[config.mk]
export PLATFORM = sky130hd
export DESIGN_NAME = tdt_queue
export DESIGN_NICKNAME = d
export VERILOG_FILES = /design/src/rtl/tdt_pkg.sv /design/src/rtl/tdt_queue.sv
export SDC_FILE = /design/constraint.sdc
export NUM_CORES = 1
export LEC_CHECK = 0
export BUFFER_PORTS_ARGS = -buffer_cell sky130_fd_sc_hd__buf_2
export CAP_MARGIN = 15
export CORE_MARGIN = 2
export CORE_UTILIZATION = 50
export DETAILED_ROUTE_END_ITERATION = 16
export PLACE_DENSITY = 0.77
export SLEW_MARGIN = 5
export SYNTH_ARGS = -nofsm -noshare
export SYNTH_HDL_FRONTEND = slang
export SYNTH_SLANG_ARGS = --single-unit
export TNS_END_PERCENT = 50
[constraint.sdc]
create_clock -name clk_i -period 6 [get_ports clk_i]
set_input_delay 0.6 -clock clk_i [delete_from_list [all_inputs] [get_ports clk_i]]
set_output_delay 0.6 -clock clk_i [all_outputs]
set_load 0.01 [all_outputs]
[src/rtl/tdt_pkg.sv]
package tdt_pkg;

  localparam int unsigned StateW = 6;
  localparam int unsigned ByteW  = 8;

  localparam logic [1:0] FUNC_WRITE = 2'd0;
  localparam logic [1:0] FUNC_FEED  = 2'd1;
  localparam logic [1:0] FUNC_END   = 2'd2;

  localparam int unsigned QDepth = 4;
  localparam int unsigned QPtrW  = $clog2(QDepth);

  typedef enum logic [1:0] {
    KIND_WRITE = 2'd0,
    KIND_FEED  = 2'd1,
    KIND_END   = 2'd2
  } kind_e;

  typedef struct packed {
    kind_e             kind;
    logic [ByteW-1:0]  byte_req;
    logic [StateW-1:0] entry_state;
    logic [StateW-1:0] entry_dest_state;
    logic [ByteW-1:0]  entry_out_char;
    logic              entry_final;
  } item_t;

  typedef struct packed {
    logic              fin;
    logic [ByteW-1:0]  out_char;
    logic [StateW-1:0] dest_state;
  } entry_t;

  typedef struct packed {
    logic [StateW-1:0] dest_state;
    logic [ByteW-1:0]  out_char;
    logic              char_valid;
    logic              match_ok;
    logic              is_end;
  } result_t;

  // handshake toward a downstream stage
  typedef struct packed {
    logic valid;
    logic ready;
  } hs_t;

endpackage

[src/rtl/tdt_queue.sv]
module tdt_queue (
  input  logic           clk_i,
  input  logic           rst_ni,
  input  tdt_pkg::hs_t   push_i,
  input  tdt_pkg::item_t item_i,
  output logic           ready_o,
  output logic           valid_o,
  output tdt_pkg::item_t item_o,
  input  logic           pop_i
);
  import tdt_pkg::*;

  item_t            slots_q [QDepth];
  logic [QPtrW-1:0] wr_ptr_q, rd_ptr_q;
  logic [QPtrW:0]   count_q;
  logic             do_push, do_pop;

  assign ready_o = (count_q != QPtrW'(0) + (QPtrW+1)'(QDepth));
  assign valid_o = (count_q != '0);
  assign item_o  = slots_q[rd_ptr_q];
  assign do_push = push_i.valid && ready_o;
  assign do_pop  = pop_i && valid_o;

  always_ff @(posedge clk_i or negedge rst_ni) begin
    if (!rst_ni) begin
      wr_ptr_q <= '0;
      rd_ptr_q <= '0;
      count_q  <= '0;
    end else begin
      if (do_push) wr_ptr_q <= wr_ptr_q + QPtrW'(1);
      if (do_pop)  rd_ptr_q <= rd_ptr_q + QPtrW'(1);
      case ({do_push, do_pop})
        2'b10:   count_q <= count_q + (QPtrW+1)'(1);
        2'b01:   count_q <= count_q - (QPtrW+1)'(1);
        default: count_q <= count_q;
      endcase
    end
  end

  always_ff @(posedge clk_i) begin
    if (do_push) slots_q[wr_ptr_q] <= item_i;
  end

endmodule

==> impl_metrics.tcl <==
set metrics [dict create \
    cp_top_family "flip-flops" \
    start_util_pct 50.7 \
    synth.avg_cell_area_um2 24.6 \
    outcome "finished clean" \
    setup_viol 0 \
    final_layout_size_suffix_gt1_share_pct 47.8 \
    period_needed_ns 2.97 \
    p_per_area_nw_per_um2 522 \
    setup_tns_ns 0 \
    min_from "item_i[14]" \
    worstMarginPinSlew_ns 0.842 \
    wl_per_cell_um 18.0 \
    ys_warn_count 0 \
    final_common_cell "edfxtp_1" \
    highest_layer "met4" \
    routed_wl_mm 7.67 \
    p_leak_nw 2.11 \
    cts-root-buf "clkbuf_8" \
    timing.final.crit_share_pct 49.5 \
    htreeDepth 4 \
    end_kind "output pin" \
    io_pins 69 \
    start_kind "flip-flop" \
    rows 36 \
    critPathLaunch "rd_ptr_q[0]" \
    die_y_um 103 \
    required_ns 5.40 \
    die_area_um2 10600 \
    crit_chain "buf_4, mux4_2, buf_2" \
    port_buffers 67 \
    gp_congestion 0.734 \
    m1WireLength_mm 3.14 \
    grt_pass1_wl_mm 11.7 \
    synthToLayoutAreaGrowth_pct 22.2 \
    clk_pin_slew_ns 0.06 \
    place_ws_ns 3.47 \
    placed_area_um2 5370 \
    max_slew_margin_pct 43.9 \
    numCtsBuffers 17 \
    vias_per_cell 5.16 \
    syn_inst 199 \
    final_cell_mix "edfxtp_1, buf_2, mux4_2, clkbuf_16, inv_1" \
    coreArea_um2 9640 \
    rsz0062_at_grt "no" \
    path_buf_inv 2 \
    cp.arrival_ns 2.37 \
    hold_ws_ns 0.304 \
    drv_slew 0 \
    cp_slowest_stage_delay_ns 0.69 \
    ys_seq_area_share_pct 79.7 \
    clk_latency_ns 0.50 \
    grt_max_degree 33 \
    fin_skew_ns 0.00799 \
    syn_area_um2 4890 \
    r2r_start "count_q[0]" \
    yosys_register_bits 131 \
    path_class "flip-flop to output pin" \
    drc 0 \
    antenna_found_initial 0 \
    instances_no_fill 426 \
    min_path_type "primary input to flip-flop" \
    grt_use_total_pct 15.8 \
    hpwl_mm 4.35 \
    num_vias 2199 \
    grt_overflow 0 \
    finalWorstSetupSlack_ns 3.03 \
    drv_cap 0 \
    clockBufferDepth 2 \
    num_antenna_cells 0 \
    max-vdd-ir-drop_v 0.000280 \
    fillers 682 \
    drtIter0Drc 87 \
    dr_wl_met3_um 434 \
    die_w_um 103 \
    clock_sinks 131 \
    yosysUniqueCellTypes 20 \
    fmax_mhz 337 \
    routed-wl-met2_mm 4.03 \
    dp_cells 393 \
    grt_pass1_vias 2266 \
    layout.nets 322 \
    hold_viol 0 \
    crit_fanout 18 \
    drt_first_pass_iters 4 \
    antenna_left 0 \
    cts_tree "built" \
    syn_nets 241 \
    slowest_stage "dfrtp_2" \
    finalInstanceArea_um2 5970 \
]
cell usage after synthesis:
master / n / share of area [%]
fa_1: 1 / 0.41
xnor2_1: 3 / 0.54
ha_1: 5 / 1.3
mux4_2: 31 / 14
and2_4: 1 / 0.18
o31a_2: 1 / 0.20
nor2_1: 1 / 0.077
or3_2: 1 / 0.15
mux2i_1: 1 / 0.20
dfrtp_1: 7 / 3.6
edfxtp_1: 124 / 76
and3_2: 4 / 0.61
inv_1: 6 / 0.46
xor2_1: 3 / 0.54
buf_1: 2 / 0.15
mux2_4: 1 / 0.31
nand2_1: 1 / 0.077
buf_2: 4 / 0.41
buf_4: 1 / 0.15
or3b_4: 1 / 0.23
worst reg2reg max path, delay by kind of cell (launching register included):
family | cells | cell delay (ns)
AND/OR/NAND/NOR | 3 | 0.74
XOR/XNOR | 2 | 0.31
flip-flops | 1 | 0.43
buffers and inverters | 2 | 0.12
adder cells (fa/ha/maj) | 2 | 0.56
power breakdown:
group / switching [W] / internal [W] / leakage [nW]
logic: 0.000365 / 0.000385 / 0.613
clock network: 0.000383 / 0.000640 / 0.284
registers: 0.000125 / 0.00122 / 1.22
sequential cells by signal, summed over array words and instances, names as in the netlist:
| signal | flops |
|---|---|
| slots_q | 124 |
| count_q | 3 |
| wr_ptr_q | 2 |
| rd_ptr_q | 2 |
timing repair:
item                                    4_1_cts  5_1_grt
resized for setup                             0        0
buffers inserted                              0        0
endpoints found under the hold margin         7        0
endpoints found under the setup margin        0        0
hold buffers                                  1        0
per-stage QoR:
step	power [W]	util, %
after floorplan	0.00185	-
after global placement	0.00211	55.7
after detailed placement	0.00214	55.7
after CTS	0.00316	62.0
after global routing	0.00327	62.0
final	0.00312	62.0
cell type report:
cell class                      instances  area, um2  area share [%]
Timing Repair Buffer                   69        353            5.91
Multi-Input combinational cell         55        933            15.6
Clock inverter                         13        175            2.93
Clock buffer                           19        422            7.06
Inverter                                6       22.5           0.377
Tap cell                              133        166            2.79
Sequential cell                       131       3900            65.3
cell families (layout without fill, tap and decap cells):
group | count (synthesis) | after routing | synth area share [%]
buf+inv | 13 | 107 | 1.18
fa+ha+maj | 6 | 6 | 1.69
compound gates | 1 | 1 | 0.205
flops | 131 | 131 | 79.7
mux | 33 | 33 | 14.8
xor+xnor | 6 | 6 | 1.07
simple gates | 9 | 9 | 1.33
routing by layer:
metal  global-route usage, %  vias up
met5                       0        -
met4                    6.48        0
li1                        -      993
met2                    25.1       64
met3                    5.69        9
met1                    20.0     1133
path summary, 6_finish.rpt:
path / cells past startpoint / slack (ns) / to
min in group asynchronous: 2 / 0.47 / count_q[2]
max in group asynchronous: 2 / 5.36 / rd_ptr_q[0]
setup / recovery: 3 / 3.03 / item_o[24]
hold / removal: 1 / 0.30 / slots_q[1][14]
hold reg to reg: 1 / 0.51 / count_q[2]
setup reg to reg: 9 / 3.77 / count_q[2]
Power figures use the tool's default switching activity.
