--- config.mk ---
export PLATFORM = sky130hd
export DESIGN_NAME = tdt_front
export DESIGN_NICKNAME = d
export VERILOG_FILES = /design/src/rtl/tdt_pkg.sv /design/src/rtl/tdt_front.sv
export SDC_FILE = /design/constraint.sdc
export NUM_CORES = 1
export LEC_CHECK = 0
export ABC_CLOCK_PERIOD_IN_PS = 2650
export BUFFER_PORTS_ARGS = -buffer_cell sky130_fd_sc_hd__buf_2
export CAP_MARGIN = 0
export CELL_PAD_IN_SITES_DETAIL_PLACEMENT = 2
export CELL_PAD_IN_SITES_GLOBAL_PLACEMENT = 2
export CORE_MARGIN = 2
export CORE_UTILIZATION = 27
export CTS_CLUSTER_DIAMETER = 30
export CTS_CLUSTER_SIZE = 28
export DETAILED_ROUTE_END_ITERATION = 7
export PLACE_DENSITY_LB_ADDON = 0.1
export REMOVE_ABC_BUFFERS = 1
export SKIP_LAST_GASP = 1
export SLEW_MARGIN = 5
export SYNTH_ARGS = -nofsm -noshare
export SYNTH_HDL_FRONTEND = slang
export SYNTH_SLANG_ARGS = --single-unit
--- constraint.sdc ---
create_clock -name clk_i -period 2.65 [get_ports clk_i]
set_input_delay 0.53 -clock clk_i [delete_from_list [all_inputs] [get_ports clk_i]]
set_output_delay 0.53 -clock clk_i [all_outputs]
set_load 0.02 [all_outputs]
--- src/rtl/tdt_pkg.sv ---
package tdt_pkg;

  localparam int unsigned StateW = 6;
  localparam int unsigned ByteW  = 8;

  localparam logic [1:0] FUNC_WRITE = 2'd0;
  localparam logic [1:0] FUNC_FEED  = 2'd1;
  localparam logic [1:0] FUNC_END   = 2'd2;

  localparam int unsigned QDepth = 4;
  localparam int unsigned QPtrW  = $clog2(QDepth);

  typedef enum logic [1:0] {
    KIND_WRITE = 2'd0,
    KIND_FEED  = 2'd1,
    KIND_END   = 2'd2
  } kind_e;

  typedef struct packed {
    kind_e             kind;
    logic [ByteW-1:0]  byte_req;
    logic [StateW-1:0] entry_state;
    logic [StateW-1:0] entry_dest_state;
    logic [ByteW-1:0]  entry_out_char;
    logic              entry_final;
  } item_t;

  typedef struct packed {
    logic              fin;
    logic [ByteW-1:0]  out_char;
    logic [StateW-1:0] dest_state;
  } entry_t;

  typedef struct packed {
    logic [StateW-1:0] dest_state;
    logic [ByteW-1:0]  out_char;
    logic              char_valid;
    logic              match_ok;
    logic              is_end;
  } result_t;

  // handshake toward a downstream stage
  typedef struct packed {
    logic valid;
    logic ready;
  } hs_t;

endpackage

--- src/rtl/tdt_front.sv ---
module tdt_front (
  input  logic          clk_i,
  input  logic          rst_ni,
  input  logic          in_valid_i,
  output logic          in_ready_o,
  input  logic [31:0]   in_data_i,
  input  logic [1:0]    in_func_i,
  output tdt_pkg::hs_t  push_o,
  input  logic          q_ready_i,
  output tdt_pkg::item_t item_o
);
  import tdt_pkg::*;

  logic  valid_q, valid_d;
  item_t item_q, item_d;
  logic  keep;
  logic  accept;

  always_comb begin
    item_d                  = item_q;
    keep                    = 1'b1;
    item_d.byte_req         = in_data_i[7:0];
    item_d.entry_state      = in_data_i[13:8];
    item_d.entry_dest_state = in_data_i[19:14];
    item_d.entry_out_char   = in_data_i[27:20];
    item_d.entry_final      = in_data_i[28];
    case (in_func_i)
      FUNC_WRITE: item_d.kind = KIND_WRITE;
      FUNC_FEED:  item_d.kind = KIND_FEED;
      FUNC_END:   item_d.kind = KIND_END;
      default: begin
        // unused code: take the beat, drop the item
        item_d.kind = KIND_WRITE;
        keep        = 1'b0;
      end
    endcase
  end

  assign in_ready_o = !valid_q || q_ready_i;
  assign accept     = in_valid_i && in_ready_o;

  always_comb begin
    valid_d = valid_q;
    if (valid_q && q_ready_i) valid_d = 1'b0;
    if (accept) valid_d = keep;
  end

  always_ff @(posedge clk_i or negedge rst_ni) begin
    if (!rst_ni) begin
      valid_q <= 1'b0;
    end else begin
      valid_q <= valid_d;
    end
  end

  always_ff @(posedge clk_i) begin
    if (accept) item_q <= item_d;
  end

  assign push_o.valid = valid_q;
  assign push_o.ready = q_ready_i;
  assign item_o       = item_q;

endmodule

==> metrics.cfg, run 1 <==
[sta]
fin_crit_sh_pct=54.8
fin_crit_ns=1.45
finalSetupViolCount=0
relSlewSlack_pct=73.4
tightest_slew_ns=0.399
finalHoldWorstSlack_ns=0.424
rsz0062_at_grt=no
hold_violations=0
fmax_mhz=688
setup_tns_ns=0
slew_violations=0
skew_ns=0.00767

[clock_tree]
clockBufferDepth=2
clkSinkCount=32
clk_latency_ns=0.28
clkTransAtPathRegs_ns=0.07
cts_setup_buffers=0
htreeDepth=2
cts_root_buf=clkbuf_8
numCtsBuffers=5
tritoncts=built

[critical_path]
crit_fanout=3
r2r_slack_ns=1.41
r2r_end=item_o[28]
reg2reg_depth=2
arrival_ns=0.92
cpPeakStageDelay_ns=0.40
cp_cell_sequence=nand2b_4, buf_2
critPathRequiredTime_ns=2.12
timing.rr.start=valid_q
critPathSlowestCell=dfrtp_1
crit_path_end_kind=output pin
crit_type=reg -> out
cp-start-kind=register

[yosys]
synthXorXnorAreaFrac_pct=0
synth_warnings=0
synth_top_family_by_area=simple AND/OR/NAND/NOR gates
syn_area_mm2=0.00102
ys_ff_latch=32
synth_mux_area_share_pct=0
synth_compound_area_share_pct=0.982
synthAdderAreaFrac_pct=0
synth.distinct_cells=8
syn_inst=40
synth_simple_gate_area_share_pct=3.80
syn_area_per_cell_um2=25.5
yosysSeqAreaShare_pct=93.7

[cells_and_area]
fin_nets=152
n_antenna_cell=0
drive_above_1_share_pct=67.0
fin_area_mm2=0.00150
utilization_pct=41.2
area_growth_pct=46.9

[route]
drc=0
wire_per_inst_um=13.2
first_pass_iters=4
num_vias=662
drt_wl_total_um=2150
antenna_left=0
drtIter0Drc=33
viasPerCell=4.06

[hold_path]
hold_start=in_data_i[3]
min_to=item_o[24]
min_path_cells=1
hp-class=in -> reg

[floorplanning]
core_area_mm2=0.00363
num_rows=22
die_area_mm2=0.00428
ios=72
start_util_pct=28.1
die_y_um=65.5
die_w_um=65.5

[power_and_ir_drop]
p_per_area_mw_per_mm2=707
p_leak_nw=0.654
finalPower_mw=1.06
vdd_drop_max_uv=335

[global_routing]
grt_pass1_vias=722
antenna_found_initial=0
grt-ovfl-total=0
grt_max_degree=32
grt_pass1_wl_um=3350
track_usage_pct=11.2

[placement]
postPlaceCellArea_mm2=0.00141
place.gp.congestion=0.656
io_buffers=68

[status]
status=finished clean

[run]
cap_violations=0

-- power breakdown --
group	total (mW)	internal, mW	switching, mW
combinational	0.116	0.0431	0.0727
clock	0.343	0.178	0.166
sequential	0.600	0.592	0.00752
-- sequential cells by signal (all words and copies together) (netlist names) --
register	count
valid_q	1
item_o	31
-- worst max path at each step --
stage	endpoint	slack, ns	start	depth (start not counted)
floorplan	item_o[0]	1.29	q_ready_i	2
global placement	item_o[7]	1.15	q_ready_i	3
detailed placement	item_o[9]	1.13	q_ready_i	3
CTS	in_ready_o	1.17	valid_q	2
global route	in_ready_o	1.14	valid_q	2
finish	in_ready_o	1.20	valid_q	2
-- stage by stage --
stage,setup WS [ns],std cells
CTS,1.17,163
floorplan,1.29,38
global route,1.14,163
global placement,1.15,154
detailed placement,1.13,154
finish,1.20,163
-- synthesized netlist by cell type --
cell	instances	share of area, %
buf_4	2	1.5
nand2b_4	1	1.3
nand2_1	1	0.37
edfxtp_1	31	91
nor2b_1	2	1.2
and2_4	1	0.86
dfrtp_1	1	2.5
a21bo_1	1	0.98
-- placed cells by master, fill, tap and decap left out --
| master | count |
|---|---|
| nand2b_4 | 1 |
| nor2b_1 | 2 |
| buf_2 | 68 |
| dlygate4sd3_1 | 1 |
| edfxtp_1 | 31 |
| nand2_1 | 1 |
| dfrtp_1 | 1 |
| a21bo_1 | 1 |
| clkinv_1 | 1 |
| and2_4 | 1 |
| clkinv_2 | 2 |
| clkbuf_8 | 5 |
-- cell type report --
cell class                 instances  area [µm²]
clock buffer                       5        68.8
sequential                        32         956
timing repair buffer              69         350
clock inverter                     3        13.8
tap                               48        60.1
fill                             383        2140
multi-input combinational          6        48.8
-- timing repair --
item | in CTS | in global routing
hold endpoints to repair | 1 | 0
resized for setup | 0 | 0
hold buffers | 1 | 0
-- kinds of logic (layout without fill, tap and decap cells) --
kind of cell    Yosys count  in the layout
compound gates            1              1
flops                    32             32
simple gates              5              5
buf+inv                   2             77
-- critical path, delay by kind of cell (launching register included) --
kind	cells	cell delay [ns]
buf+inv	1	0.16
simple gates	1	0.08
flops	1	0.40
-- routing by layer --
metal / vias up / GRT usage (%) / routed length, µm
li1: 301 / - / -
met1: 318 / 11.3 / 751
met2: 41 / 18.5 / 1170
met3: 2 / 4.97 / 222
met4: 0 / 7.81 / 11
met5: - / 0 / 0
(Power assumes the default switching activity.)
==> run 2: changes to the inputs <==
- ABC_AREA: default -> 1
- ABC_CLOCK_PERIOD_IN_PS: 2650 -> 1200
- CORE_UTILIZATION: 27 -> 22
- clock period: 2.65 -> 1.2 ns (I/O delays scaled with it)
==> metrics.cfg, run 2 <==
[critical_path]
crit_path_end_kind=output pin
cp-start-kind=register
timing.rr.start=valid_q
crit_fanout=3
reg2reg_depth=2
cpLargestDelayFamily=flip-flops
cpPeakStageDelay_ns=0.43
crit_type=reg -> out
cp_num_buf_inv=1
r2r_slack_ns=0.07
r2r_end=item_o[3]
critPathSlowestCell=dfrtp_2
arrival_ns=0.90
critPathRequiredTime_ns=0.96
cp_cell_sequence=nand2_2, buf_6

[route]
antenna_left=0
first_pass_iters=4
drc=0
drtIter0Drc=36
wire_per_inst_um=12.8
num_vias=679
drt_wl_total_um=2220
viasPerCell=3.92

[floorplanning]
die_y_um=71.9
start_util_pct=23.1
die_area_mm2=0.00517
num_rows=24
core_area_mm2=0.00438
die_w_um=71.9
ios=72

[sta]
tightest_slew_ns=0.195
hold_violations=0
fin_crit_ns=1.14
slew_violations=0
fin_crit_sh_pct=95.0
skew_ns=0.00162
setup_tns_ns=0
fmax_mhz=877
finalHoldWorstSlack_ns=0.143
rsz0062_at_grt=no
finalSetupViolCount=0
relSlewSlack_pct=87.0

[yosys]
yosysTopAreaCellShare_pct=91.9
synth_area_leaders=edfxtp_1 92%, dfrtp_1 2.5%, buf_4 1.5%, inv_1 1.5%, nand2_1 1.5%
yosysMostFrequentCell=edfxtp_1
synth-main-ff-cell=edfxtp_1
syn_area_per_cell_um2=22.5
async_reset_ff_share_pct=3.13
ys_ff_latch=32
netlist.top_cell.by_area=edfxtp_1
yosysSeqAreaShare_pct=94.3
synthTopCellsByCount=31 x edfxtp_1, 4 x inv_1, 4 x nand2_1, 2 x buf_4, 2 x nor2_1
syn_inst=45
synth_edf_count=31
syn_area_mm2=0.00101
synth_warnings=0
synth.distinct_cells=7

[global_routing]
grt-ovfl-total=0
grt_pass1_wl_um=3390
grt_pass1_vias=706
antenna_found_initial=0
grt_max_degree=18
track_usage_pct=8.92

[clock_tree]
tritoncts=built
clockBufferDepth=2
numCtsBuffers=5
clk_latency_ns=0.27
clkSinkCount=32
clkTransAtPathRegs_ns=0.06
cts_root_buf=clkbuf_8
htreeDepth=2
cts_setup_buffers=0

[placement]
hpwl_um=1810
postPlaceCellArea_mm2=0.00146
placedCellCount=165
io_buffers=68
place.gp.congestion=0.628

[cells_and_area]
fin_nets=159
nFillCells=465
final_common_cell=buf_2
fin_area_mm2=0.00155
final_cell_mix=67 x buf_2, 31 x edfxtp_1, 5 x clkbuf_8, 4 x inv_1, 3 x nand2_1
drive_above_1_share_pct=65.3
area_growth_pct=53.2
n_antenna_cell=0
utilization_pct=35.4
final_cells=173
largest_reg_flops=31

[power_and_ir_drop]
p_leak_nw=0.681
vdd_drop_max_uv=760
p_per_area_mw_per_mm2=1510

[status]
status=finished clean

[run]
cap_violations=0

[hold_path]
hp-class=in -> reg
min_path_cells=1
min_to=item_o[11]
hold_start=in_data_i[16]

run 2: cell count changes after synthesis:
cell / previous run / this run
nor2_1: 0 / 2
nand2b_4: 1 / 0
and2_4: 1 / 0
a21bo_1: 1 / 0
nor2b_1: 2 / 0
inv_1: 0 / 4
a21oi_1: 0 / 1
nand2_1: 1 / 4
run 2: how the worst max path moves through the flow:
stage	start	end	slack (ns)	depth (start not counted)
finish	valid_q	in_ready_o	0.06	2
global route	valid_q	in_ready_o	0.01	2
CTS	valid_q	in_ready_o	0.01	2
detailed placement	valid_q	item_o[16]	0.07	2
global placement	valid_q	item_o[16]	0.08	2
floorplan	valid_q	item_o[0]	-1.28	1
run 2: final cells by class:
class / instances / area, µm² / area share, %
multi-input combinational: 7 / 41.3 / 2.66
clock inverter: 1 / 5.00 / 0.322
tap: 52 / 65.1 / 4.19
timing repair buffer: 71 / 397 / 25.5
inverter: 4 / 15.0 / 0.967
sequential: 32 / 957 / 61.6
clock buffer: 6 / 72.6 / 4.67
run 2: stage by stage:
step	total power [mW]	worst slack [ns]
floorplan	1.47	-1.28
global placement	1.62	0.0818
detailed placement	1.63	0.0697
CTS	2.39	0.00972
global route	2.47	0.0106
finish	2.35	0.0594
run 2: timing repair:
item | in CTS | in global routing
hold endpoints to repair | 1 | 0
endpoints found under the setup margin | 1 | 1
pin swaps | 0 | 1
hold buffers | 1 | 0
resized for setup | 1 | 3
run 2: power breakdown:
group	switching (mW)	internal, mW
clock	0.346	0.393
sequential	0.0179	1.31
combinational	0.169	0.113
run 2: worst reg2reg max path: stages (launching register included):
cell and delay (ns):
dfrtp_2 0.43, a21oi_4 0.23, buf_12 0.19
run 2: cell families (layout without fill, tap and decap cells):
| group | after synthesis | count (layout) | share of synthesized area [%] |
|---|---|---|---|
| compound gates | 1 | 1 | 0.493 |
| buf+inv | 6 | 82 | 2.96 |
| flops | 32 | 32 | 94.3 |
| simple gates | 6 | 6 | 2.22 |
run 2: metal layers:
metal  GRT usage (%)  routed length [µm]  up-vias
li1                -                   -      312
met1            10.6                 865      314
met2            13.8                1070       50
met3            4.36                 261        3
met4            3.77                  19        0
met5               0                   0        -
==> run 3: changes to the inputs <==
- ABC_CLOCK_PERIOD_IN_PS: 1200 -> 1470
- CELL_PAD_IN_SITES_DETAIL_PLACEMENT: 2 -> 0
- CELL_PAD_IN_SITES_GLOBAL_PLACEMENT: 2 -> 1
- CORE_UTILIZATION: 22 -> 32
- clock period: 1.2 -> 1.47 ns (I/O delays scaled with it)
==> metrics.cfg, run 3 (synthesized netlist as in run 2, its figures left out) <==
[status]
status=finished clean

[critical_path]
crit_path_end_kind=output pin
reg2reg_depth=2
crit_fanout=3
r2r_slack_ns=0.28
crit_type=reg -> out
critPathRequiredTime_ns=1.18
cp-start-kind=register
timing.rr.start=valid_q
r2r_end=item_o[19]
crit_start=valid_q
crit_path_end=in_ready_o
arrival_ns=1.00

[sta]
relSlewSlack_pct=83.3
fin_crit_ns=1.29
tightest_slew_ns=0.251
finalSetupViolCount=0
hold_violations=0
fmax_mhz=773
skew_ns=0.00495
rsz0062_at_grt=no
slew_violations=0
fin_crit_sh_pct=88.0
finalHoldWorstSlack_ns=0.151

[cells_and_area]
drive_above_1_share_pct=62.3
fin_nets=159
final_cell_mix=68 x buf_2, 31 x edfxtp_1, 5 x clkbuf_4, 4 x inv_1, 4 x nand2_1
final_common_cell=buf_2
utilization_pct=48.8
nFillCells=278
n_antenna_cell=0
largest_reg_flops=31
area_growth_pct=45.9

[global_routing]
track_usage_pct=10.3
grt_pass1_vias=582
antenna_found_initial=0
grt_pass1_wl_um=2550
grt-ovfl-total=0
grt_max_degree=21

[route]
num_vias=641
first_pass_iters=4
wire_per_inst_um=10.8
drt_wl_total_um=1790
drtIter0Drc=9
viasPerCell=3.86
antenna_left=0
drc=0

[clock_tree]
tritoncts=built
cts_resized=0
htreeDepth=2
clk_latency_ns=0.31
clkSinkCount=32
clkTransAtPathRegs_ns=0.09
cts_root_buf=clkbuf_4
clockBufferDepth=2
numCtsBuffers=5

[floorplanning]
ios=72
die_w_um=60.3
die_area_mm2=0.00363
core_area_mm2=0.00303
num_rows=20
die_y_um=60.3
start_util_pct=33.5

[power_and_ir_drop]
p_leak_nw=0.656
vdd_drop_max_uv=566
p_per_area_mw_per_mm2=1180
finalPower_mw=1.74

[placement]
place.gp.congestion=0.628
io_buffers=68
hpwl_um=1360

[hold_path]
hold_start=in_data_i[9]
hp-class=in -> reg

[run]
cap_violations=0

-- run 3: changes by cell type in the layout (fill, tap and decap cells not counted), moves of 2 or more --
| cell | before | now |
|---|---|---|
| buf_12 | 2 | 0 |
| clkbuf_1 | 1 | 3 |
| buf_4 | 0 | 2 |
| clkbuf_8 | 5 | 0 |
| clkbuf_4 | 0 | 5 |
-- run 3: worst min path at each step --
stage / end / slack [ns] / cells after the start
after global routing: item_o[17] / 0.11 / 1
after CTS: item_o[16] / 0.13 / 1
final: item_o[16] / 0.15 / 1
after floorplan: valid_q / -0.002 / 0
after global placement: valid_q / 0.07 / 1
after detailed placement: valid_q / 0.07 / 1
-- run 3: critical path, stage by stage (launching register included) --
cell     delay (ns)
dfrtp_1        0.43
nand2_1        0.10
buf_2          0.16
-- run 3: per-stage QoR --
stage,std cells,cell area (µm²),setup TNS (ns),setup slack (ns)
floorplan,43,998,-31.22,-1.01
global placement,157,1420,0,0.291
detailed placement,157,1420,0,0.277
CTS,166,1480,0,0.148
global route,166,1480,0,0.0924
finish,166,1480,0,0.176
-- run 3: report_power, final --
part	switching, mW	leakage (nW)	total, mW	internal, mW
combinational	0.132	0.321	0.211	0.0790
clock	0.259	0.0265	0.449	0.191
sequential	0.0130	0.309	1.08	1.07
-- run 3: final cells by class --
class / instances / area (µm²) / share of cell area (%)
Clock buffer: 8 / 48.8 / 3.30
Inverter: 4 / 15.0 / 1.02
Multi-Input combinational cell: 7 / 38.8 / 2.62
Sequential cell: 32 / 956 / 64.6
Tap cell: 44 / 55.1 / 3.72
Timing Repair Buffer: 71 / 365 / 24.7
-- run 3: repair_timing --
item / 4_1_cts / 5_1_grt
setup buffers: 0 / 0
hold buffers: 1 / 0
hold endpoints to repair: 1 / 0
-- run 3: routing by layer --
| layer | global-route usage (%) | up-vias | wire length (µm) |
|---|---|---|---|
| met5 | 0 | - | 0 |
| met4 | 4.76 | 0 | 0 |
| li1 | - | 313 | - |
| met1 | 8.58 | 294 | 636 |
| met3 | 7.36 | 0 | 200 |
| met2 | 18.2 | 34 | 952 |
